<file path="config.mk">
export PLATFORM = sky130hd
export DESIGN_NAME = i2c_master_bit_sequencer
export DESIGN_NICKNAME = d
export VERILOG_FILES = /design/src/rtl/i2cbs_pkg.sv /design/src/rtl/i2c_master_bit_sequencer.sv
export SDC_FILE = /design/constraint.sdc
export NUM_CORES = 1
export LEC_CHECK = 0
export BUFFER_PORTS_ARGS = -buffer_cell sky130_fd_sc_hd__buf_2
export CAP_MARGIN = 20
export CORE_MARGIN = 2
export CORE_UTILIZATION = 60
export CTS_BUF_LIST = sky130_fd_sc_hd__clkbuf_8
export CTS_CLUSTER_SIZE = 20
export DETAILED_ROUTE_END_ITERATION = 12
export GPL_ROUTABILITY_DRIVEN = 0
export HOLD_SLACK_MARGIN = 0.02
export PLACE_DENSITY = 0.79
export SLEW_MARGIN = 20
export SYNTH_ARGS = -nofsm -noshare
export SYNTH_HDL_FRONTEND = slang
export SYNTH_SLANG_ARGS = --single-unit
</file>
<file path="constraint.sdc">
create_clock -name clk_i -period 7.4 [get_ports clk_i]
set_clock_uncertainty 0.15 [all_clocks]
set_input_delay 0.74 -clock clk_i [delete_from_list [all_inputs] [get_ports clk_i]]
set_output_delay 0.74 -clock clk_i [all_outputs]
set_load 0.1 [all_outputs]
</file>
<file path="src/rtl/i2cbs_pkg.sv">
// ----------------------------------------------------------------------------
// i2cbs_pkg
// Command codes, register indexes, sequencer state type and the phase-entry
// function of the I2C master bit sequencer.
// ----------------------------------------------------------------------------
package i2cbs_pkg;

  // Command codes on the input tuser; CMD_WACK_TAIL is internal only
  localparam logic [3:0] CMD_NONE      = 4'd0;
  localparam logic [3:0] CMD_START     = 4'd1;
  localparam logic [3:0] CMD_STOP      = 4'd2;
  localparam logic [3:0] CMD_WRITE     = 4'd3;
  localparam logic [3:0] CMD_READ      = 4'd4;
  localparam logic [3:0] CMD_ACK       = 4'd5;
  localparam logic [3:0] CMD_NACK      = 4'd6;
  localparam logic [3:0] CMD_WAIT_ACK  = 4'd7;
  localparam logic [3:0] CMD_WRITE_ACK = 4'd8;
  localparam logic [3:0] CMD_WACK_TAIL = 4'd9;
  localparam logic [3:0] CMD_LAST      = CMD_WRITE_ACK;

  // Status codes
  localparam logic [1:0] STS_OK      = 2'd0;
  localparam logic [1:0] STS_INVALID = 2'd1;
  localparam logic [1:0] STS_BUSY    = 2'd2;

  // Configuration register indexes
  localparam logic REG_PHASE_TICKS    = 1'b0;
  localparam logic REG_ACK_POLL_LIMIT = 1'b1;

  localparam logic [15:0] PHASE_TICKS_RST = 16'd200;
  localparam logic [3:0]  POLL_LIMIT_RST  = 4'd10;

  // Phase numbering
  localparam logic [4:0] WRITE_LAST_PHASE = 5'd24;
  localparam logic [4:0] READ_LAST_PHASE  = 5'd16;
  localparam logic [4:0] TAB_LAST_PHASE   = 5'd4;
  localparam logic [4:0] POLL_PHASE       = 5'd5;
  localparam logic [3:0] POLL_CNT_MAX     = 4'd15;

  typedef struct packed {
    logic       scl;
    logic       sda;
    logic       sda_en;
    logic [3:0] cmd;
    logic [4:0] phase;
    logic [7:0] shift;
    logic [3:0] bit_cnt;
    logic [3:0] poll_cnt;
    logic       ack_fail;
    logic [7:0] read_byte;
  } seq_state_t;

  typedef struct packed {
    seq_state_t st;
    logic       ok;
  } enter_res_t;

  // Position within a write bit slot (SDA set, SCL high, SCL low)
  function automatic logic [1:0] bit_slot(input logic [4:0] x);
    logic [1:0] r;
    case (x) inside
      5'd0, 5'd3, 5'd6, 5'd9, 5'd12, 5'd15, 5'd18, 5'd21: r = 2'd0;
      5'd1, 5'd4, 5'd7, 5'd10, 5'd13, 5'd16, 5'd19, 5'd22: r = 2'd1;
      default: r = 2'd2;
    endcase
    return r;
  endfunction

  // Enter the current phase of the current command; ok low once the list ends
  function automatic enter_res_t enter_phase(input seq_state_t s, input logic sda_in);
    enter_res_t r;
    logic [4:0] idx;
    r.st = s;
    r.ok = 1'b1;
    idx  = s.phase;
    case (s.cmd)
      CMD_WRITE, CMD_WRITE_ACK: begin
        if (idx == 5'd0) begin
          r.st.sda_en  = 1'b1;
          r.st.bit_cnt = 4'd0;
        end else if (idx > WRITE_LAST_PHASE) begin
          r.ok = 1'b0;
        end else begin
          case (bit_slot(idx - 5'd1))
            2'd0: r.st.sda = s.shift[7];
            2'd1: r.st.scl = 1'b1;
            default: begin
              r.st.scl     = 1'b0;
              r.st.shift   = {s.shift[6:0], 1'b0};
              r.st.bit_cnt = s.bit_cnt + 4'd1;
            end
          endcase
        end
      end
      CMD_READ: begin
        if (idx == 5'd0) begin
          r.st.sda_en  = 1'b0;
          r.st.bit_cnt = 4'd0;
          r.st.shift   = 8'd0;
        end else if (idx > READ_LAST_PHASE) begin
          r.st.read_byte = s.shift;
          r.ok           = 1'b0;
        end else if (idx[0]) begin
          r.st.scl = 1'b1;
        end else begin
          r.st.shift   = {s.shift[6:0], sda_in};
          r.st.bit_cnt = s.bit_cnt + 4'd1;
          r.st.scl     = 1'b0;
        end
      end
      CMD_START, CMD_STOP, CMD_ACK, CMD_NACK, CMD_WAIT_ACK, CMD_WACK_TAIL: begin
        if (idx == 5'd0) begin
          r.st.sda_en = 1'b1;
          if (s.cmd == CMD_WAIT_ACK || s.cmd == CMD_WACK_TAIL) r.st.ack_fail = 1'b0;
        end else if (idx <= TAB_LAST_PHASE) begin
          case (s.cmd)
            CMD_START: begin
              case (idx)
                5'd1:    r.st.sda = 1'b1;
                5'd2:    r.st.scl = 1'b1;
                5'd3:    r.st.sda = 1'b0;
                default: r.st.scl = 1'b0;
              endcase
            end
            CMD_STOP: begin
              case (idx)
                5'd1:    r.st.scl = 1'b0;
                5'd2:    r.st.sda = 1'b0;
                5'd3:    r.st.scl = 1'b1;
                default: r.st.sda = 1'b1;
              endcase
            end
            CMD_ACK, CMD_NACK: begin
              case (idx)
                5'd1:    r.st.scl = 1'b0;
                5'd2:    r.st.sda = (s.cmd == CMD_NACK);
                5'd3:    r.st.scl = 1'b1;
                default: r.st.scl = 1'b0;
              endcase
            end
            default: begin
              case (idx)
                5'd1:    r.st.sda    = 1'b1;
                5'd2:    r.st.sda_en = 1'b0;
                5'd3:    r.st.scl    = 1'b0;
                default: r.st.scl    = 1'b1;
              endcase
            end
          endcase
        end else if ((s.cmd == CMD_WAIT_ACK || s.cmd == CMD_WACK_TAIL) &&
                     idx == POLL_PHASE) begin
          r.st.poll_cnt = 4'd0;
        end else begin
          r.ok = 1'b0;
        end
      end
      default: r.ok = 1'b0;
    endcase
    return r;
  endfunction

endpackage

</file>
<file path="src/rtl/i2c_master_bit_sequencer.sv">
// ----------------------------------------------------------------------------
// i2c_master_bit_sequencer
// I2C master pin sequencer: one command at a time, each input transaction is
// one tick that advances the SCL/SDA phase sequence.
// ----------------------------------------------------------------------------
// Usage:
//  - Input stream: every transaction is one tick. tuser carries the command
//    code; tdata carries the byte to write and the sampled SDA level. Code 0
//    only advances time. A command is taken only when the sequencer is idle.
//  - Output stream: exactly one result transaction per input transaction,
//    holding the pin levels, busy/done, last read byte, ack failure flag and
//    the command status (invalid code, or rejected while busy).
//  - Each tick is evaluated by the next-state logic and lands in the state
//    and result registers on the accepting edge. Throughput is one
//    transaction per cycle while the sink does not stall.
//  - The result register decouples the sides: input is taken while a result
//    is waiting, provided the sink takes it in the same cycle. A stalled
//    sink holds the result and stalls the input.
//  - Config: cfg index 0 sets ticks per phase, 1 the ack poll limit. Write
//    only while idle; the port is always ready.
//  - Reset: SCL, SDA high and driven, sequencer idle, registers at defaults.
// ----------------------------------------------------------------------------
module i2c_master_bit_sequencer #(
  parameter int TICK_COUNTER_WIDTH = 16
) (
  input  logic        clk_i,
  input  logic        rst_ni,
  // Input stream
  input  logic        s_axis_tvalid,
  output logic        s_axis_tready,
  input  logic [15:0] s_axis_tdata,  // [7:0] data_byte, [8] sda_sample, rest zero
  input  logic [3:0]  s_axis_tuser,  // [3:0] func
  // Result stream
  output logic        m_axis_tvalid,
  input  logic        m_axis_tready,
  // [0] scl_level, [1] sda_level, [2] sda_drive, [3] busy_res, [4] done_res,
  // [12:5] read_data, [13] ack_fail, [15:14] cmd_status
  output logic [15:0] m_axis_tdata,
  // Configuration writes
  input  logic        cfg_valid_i,
  output logic        cfg_ready_o,
  input  logic        cfg_index_i,
  input  logic [15:0] cfg_data_i
);

  localparam int TW = TICK_COUNTER_WIDTH;
  localparam int CW = (TW > 16) ? TW : 16;  // compare width
  localparam logic [TW-1:0] TICK_MAX = {TW{1'b1}};

  i2cbs_pkg::seq_state_t st_q, st_d;
  logic [TW-1:0] tick_q, tick_d;
  logic [15:0]   phase_ticks_q;
  logic [3:0]    poll_limit_q;
  logic          out_valid_q;
  logic [15:0]   out_data_q, out_data_d;
  logic          accept;

  // Combinational tick evaluation
  logic [3:0]    func;
  logic          sda_in;
  logic [1:0]    status;
  logic          done;
  logic [TW-1:0] tick_inc;
  logic [3:0]    poll_inc;
  i2cbs_pkg::enter_res_t e1, e2;
  i2cbs_pkg::seq_state_t tmp;

  assign func   = s_axis_tuser;
  assign sda_in = s_axis_tdata[8];

  always_comb begin
    st_d     = st_q;
    tick_d   = tick_q;
    status   = i2cbs_pkg::STS_OK;
    done     = 1'b0;
    tick_inc = (tick_q != TICK_MAX) ? tick_q + TW'(1) : tick_q;
    poll_inc = (st_q.poll_cnt < i2cbs_pkg::POLL_CNT_MAX) ? st_q.poll_cnt + 4'd1
                                                        : st_q.poll_cnt;
    tmp      = st_q;
    e1       = '0;
    e2       = '0;

    if (st_q.cmd == i2cbs_pkg::CMD_NONE) begin
      if (func > i2cbs_pkg::CMD_LAST) begin
        status = i2cbs_pkg::STS_INVALID;
      end else if (func != i2cbs_pkg::CMD_NONE) begin
        tmp.cmd   = func;
        tmp.phase = 5'd0;
        if (func == i2cbs_pkg::CMD_WRITE || func == i2cbs_pkg::CMD_WRITE_ACK) begin
          tmp.shift = s_axis_tdata[7:0];
        end
        e1     = i2cbs_pkg::enter_phase(tmp, sda_in);
        st_d   = e1.st;
        tick_d = '0;
      end
    end else begin
      if (func != i2cbs_pkg::CMD_NONE) status = i2cbs_pkg::STS_BUSY;
      if ((st_q.cmd == i2cbs_pkg::CMD_WAIT_ACK || st_q.cmd == i2cbs_pkg::CMD_WACK_TAIL) &&
          st_q.phase == i2cbs_pkg::POLL_PHASE) begin
        // Ack poll: one SDA sample per tick
        if (!sda_in) begin
          st_d.ack_fail = 1'b0;
          st_d.scl      = 1'b0;
          st_d.cmd      = i2cbs_pkg::CMD_NONE;
          st_d.phase    = 5'd0;
          tick_d        = '0;
          done          = 1'b1;
        end else begin
          st_d.poll_cnt = poll_inc;
          if (poll_inc >= poll_limit_q) begin
            tmp          = st_q;
            tmp.poll_cnt = poll_inc;
            tmp.ack_fail = 1'b1;
            tmp.scl      = 1'b0;
            if (st_q.cmd == i2cbs_pkg::CMD_WACK_TAIL) begin
              // failed ack after a write: finish with a stop
              tmp.cmd   = i2cbs_pkg::CMD_STOP;
              tmp.phase = 5'd0;
              e1        = i2cbs_pkg::enter_phase(tmp, sda_in);
              st_d      = e1.st;
              tick_d    = '0;
            end else begin
              st_d       = tmp;
              st_d.cmd   = i2cbs_pkg::CMD_NONE;
              st_d.phase = 5'd0;
              tick_d     = '0;
              done       = 1'b1;
            end
          end
        end
      end else if (CW'(tick_inc) >= CW'(phase_ticks_q) || tick_inc == TICK_MAX) begin
        // Hold over: step to the next phase
        tmp.phase = st_q.phase + 5'd1;
        e1        = i2cbs_pkg::enter_phase(tmp, sda_in);
        tick_d    = '0;
        if (e1.ok) begin
          st_d = e1.st;
        end else if (st_q.cmd == i2cbs_pkg::CMD_WRITE_ACK) begin
          tmp       = e1.st;
          tmp.cmd   = i2cbs_pkg::CMD_WACK_TAIL;
          tmp.phase = 5'd0;
          e2        = i2cbs_pkg::enter_phase(tmp, sda_in);
          st_d      = e2.st;
        end else begin
          st_d       = e1.st;
          st_d.cmd   = i2cbs_pkg::CMD_NONE;
          st_d.phase = 5'd0;
          done       = 1'b1;
        end
      end else begin
        tick_d = tick_inc;
      end
    end

    out_data_d = {status, st_d.ack_fail, st_d.read_byte, done,
                  (st_d.cmd != i2cbs_pkg::CMD_NONE), st_d.sda_en, st_d.sda, st_d.scl};
  end

  // Handshake: result register frees when the sink takes it
  assign s_axis_tready = !out_valid_q || m_axis_tready;
  assign accept        = s_axis_tvalid && s_axis_tready;
  assign m_axis_tvalid = out_valid_q;
  assign m_axis_tdata  = out_data_q;
  assign cfg_ready_o   = 1'b1;

  always_ff @(posedge clk_i or negedge rst_ni) begin
    if (!rst_ni) begin
      // lines high and driven, everything else cleared
      st_q           <= '{scl: 1'b1, sda: 1'b1, sda_en: 1'b1, default: '0};
      tick_q         <= '0;
      out_valid_q    <= 1'b0;
      phase_ticks_q  <= i2cbs_pkg::PHASE_TICKS_RST;
      poll_limit_q   <= i2cbs_pkg::POLL_LIMIT_RST;
    end else begin
      if (accept) begin
        st_q        <= st_d;
        tick_q      <= tick_d;
        out_valid_q <= 1'b1;
      end else if (m_axis_tready) begin
        out_valid_q <= 1'b0;
      end
      if (cfg_valid_i) begin
        case (cfg_index_i)
          i2cbs_pkg::REG_PHASE_TICKS:    phase_ticks_q <= cfg_data_i;
          i2cbs_pkg::REG_ACK_POLL_LIMIT: poll_limit_q  <= cfg_data_i[3:0];
          default: ;
        endcase
      end
    end
  end

  // Result payload, no reset needed
  always_ff @(posedge clk_i) begin
    if (accept) out_data_q <= out_data_d;
  end

endmodule
</file>
==> out/qor.yml <==
status: "finished, final reports clean"
cp-end-kind: "flip-flop"
drv_slew: 0
synth.ff_latch_count: 86
track_usage_pct: 30.4
syn_to_final_growth_pct: 7.06
grt_pass1_vias: 5859
synth_fp_nets: 856
layout.nets: 874
critPathTopFamily: "simple AND/OR/NAND/NOR gates"
h-tree-depth: 3
rsz0062_at_grt: "false"
tritoncts: "done"
cts_buffers: 9
r2r_start: "tick_q[0]$_DFFE_PN0P_"
core_area_sq_mm: 0.0104
start_kind: "flip-flop"
initial_core_util_pct: 62.2
path_class: "flip-flop to flip-flop"
die_x_um: 108
worstReg2RegEnd: "tick_q[3]$_DFFE_PN0P_"
drt-initial-drc-count: 687
clk_latency_ns: 0.38
regArea_sq_mm: 0.00224
clock_path_buffers: 2
worst_pin_slew_ns: 1.09
syn_inst: 786
switchingPower_mw: 0.807
synth_async_sr_flop_share_pct: 81.4
ant_nets: 0
fin_crit_ns: 5.15
worstHoldStart: "st_q[7]$_DFFE_PN0P_"
clk_pin_slew_ns: 0.10
avgSynthCellArea_sq_um: 8.25
worst_ep_required_time_ns: 7.57
period_share_pct: 69.6
regToRegSetupSlack_ns: 2.25
holdPathStages: 1
max_cap_violations: 0
total_power_mw: 1.85
path_depth: 16
slew-limit-headroom_pct: 26.6
tns_ns: 0
fillCellCount: 878
ir_drop_mv: 0.176
ys_types: 90
powerDensity_mw_per_mm2: 267
critPathMaxFanout: 27
antenna_found_initial: 0
hold_path_class: "flip-flop to flip-flop"
combPwrFrac_pct: 43.6
finalSetupViolations: 0
multi_input_area_sq_mm: 0.00387
critPathSlowestCell: "or4_1"
syn_area_sq_mm: 0.00648
hold_buffers: 0
p_clk_share_pct: 20.4
grt_max_degree: 71
synth_edf_count: 16
routed_wl_mm: 17.0
dieArea_sq_mm: 0.0117
gr-total-overflow: 0
internal_power_mw: 1.05
hold_viol_final: 0
synthFlopType: "dfrtp_1"
numClockSinks: 86
min_to: "st_q[7]$_DFFE_PN0P_"
cp_slowest_stage_delay_ns: 0.52
antenna_cells: 0
drc: 0
fmaxAchievable_mhz: 194
pin_count: 61
arrival_ns: 5.32
grt_first_pass_wirelength_mm: 28.4
pwr-share-seq_pct: 36.0
core.rowCount: 37
ys_seq_area_share_pct: 34.6
rr_worst_depth: 16
path_cells: "ha_1, nand3_1, nor3_2, nand2_1, xnor2_1, ha_1, nand2b_1, a211oi_1, o21bai_1, a211o_1, a21oi_1, o31a_1, buf_4, nand2_1, or4_1, a21bo_2"
io_buffers: 52
ctsRootBufferMaster: "clkbuf_8"
routedWlPerCell_um: 18.0
viasPerCell: 6.54
dr.pass1.iters: 6
hpwl_mm: 11.6
die_y_um: 108
ys.warnings.count: 0
vias: 6184
ctsResizeCount: 0
drive_gt1_share_pct: 14.8
swShare_pct: 43.6
post_cts_buffers: 0
leakagePower_nw: 2.81
cp_num_buf_inv: 1
==> cell families after synthesis <==
logic type / count (synthesis) / share of synthesized area [%]
other: 1 / 0.0578
adder cells (fa/ha/maj): 28 / 5.40
AO/OA/AOI/OAI: 242 / 24.8
buffers and inverters: 87 / 5.75
XOR/XNOR: 13 / 1.76
AND/OR/NAND/NOR: 307 / 23.9
flip-flops: 86 / 34.6
multiplexers: 22 / 3.71
==> cell type report <==
class,count,share of cell area (%)
well taps,136,2.45
clock inverters,7,1.41
flip-flops and latches,86,32.3
inverters,37,2.00
repair buffers,57,4.29
multi-input cells,613,55.8
clock buffers,9,1.78
==> power groups by stage <==
stage	Combinational (mW)	Clock, mW	Sequential [mW]
3_3_place_gp	0.750	0	0.665
6_report	0.807	0.378	0.667
3_5_place_dp	0.785	0	0.670
4_1_cts	0.791	0.379	0.663
5_1_grt	0.889	0.395	0.678
2_1_floorplan	0.628	0	0.655
==> synth_stat cells, drive strengths merged (3+ instances only) <==
library cell,n,share of area [%]
a2111oi,3,0.41
a211o,4,0.54
a211oi,18,2.1
a21boi,3,0.41
a21o,5,0.58
a21oi,33,2.6
a22o,4,0.54
a22oi,4,0.46
a31oi,5,0.48
a32o,6,0.93
a32oi,3,0.52
and2,8,0.77
and3,8,0.77
buf,21,1.9
clkbuf,29,1.7
dfrtp,62,24
dfstp,8,3.2
edfxtp,16,7.4
ha,28,5.4
inv,37,2.1
mux2,16,2.8
mux2i,6,0.93
nand2,99,5.7
nand2b,14,1.4
nand3,36,3.1
nand3b,6,0.69
nand4,11,1.2
nor2,62,3.7
nor2b,7,0.68
nor3,25,2.0
nor3b,7,0.81
nor4,9,1.2
nor4b,3,0.41
o211ai,9,1.3
o21a,6,0.69
o21ai,92,7.1
o21bai,3,0.41
o22ai,10,0.97
o31ai,9,1.3
or2,4,0.39
xnor2,11,1.5
==> per-stage QoR <==
stage               hold slack [ns]  instances  cell area, sq um  utilization (%)  setup slack (ns)
detailed placement            0.343        929              6720             64.5              2.39
CTS                           0.364        945              6940             66.6              2.35
floorplan                     0.294        786              6480                -              3.39
global placement              0.336        929              6720             64.5              2.53
global route                  0.373        945              6940             66.6              1.97
finish                        0.363        945              6940             66.6              2.25
==> layout by cell type (no fill, tap or decap), types with 24 or more instances in the layout <==
cell | netlist | final
nor2_1 | 60 | 60
ha_1 | 28 | 28
dfrtp_1 | 62 | 62
nand3_1 | 33 | 33
a21oi_1 | 32 | 32
nor3_1 | 24 | 24
nand2_1 | 99 | 99
o21ai_0 | 71 | 71
inv_1 | 37 | 37
buf_2 | 12 | 52
==> routing by layer <==
| metal | track usage, % | share of wire, % | vias to the layer above |
|---|---|---|---|
| li1 | - | - | 2911 |
| met5 | 0 | 0 | - |
| met2 | 49.5 | 48 | 273 |
| met4 | 11.0 | 2.5 | 0 |
| met3 | 4.88 | 6.3 | 47 |
| met1 | 41.3 | 43 | 2953 |
==> state kept, by name, summed over array words and instances, names as in the netlist <==
signal         cells
m_axis_tdata      16
m_axis_tvalid      1
phase_ticks_q     16
poll_limit_q       4
st_q              33
tick_q            16
==> worst max-delay path by stage <==
stage	start	endpoint	slack, ns
after global placement	tick_q[0]$_DFFE_PN0P_	tick_q[3]$_DFFE_PN0P_	2.53
final	tick_q[0]$_DFFE_PN0P_	tick_q[3]$_DFFE_PN0P_	2.25
after global routing	tick_q[0]$_DFFE_PN0P_	tick_q[3]$_DFFE_PN0P_	1.97
after CTS	tick_q[0]$_DFFE_PN0P_	tick_q[3]$_DFFE_PN0P_	2.35
after floorplan	tick_q[1]$_DFFE_PN0P_	st_q[17]$_DFFE_PN0P_	3.39
after detailed placement	tick_q[0]$_DFFE_PN0P_	tick_q[3]$_DFFE_PN0P_	2.39
No activity file was read; power rests on OpenSTA's default activity.
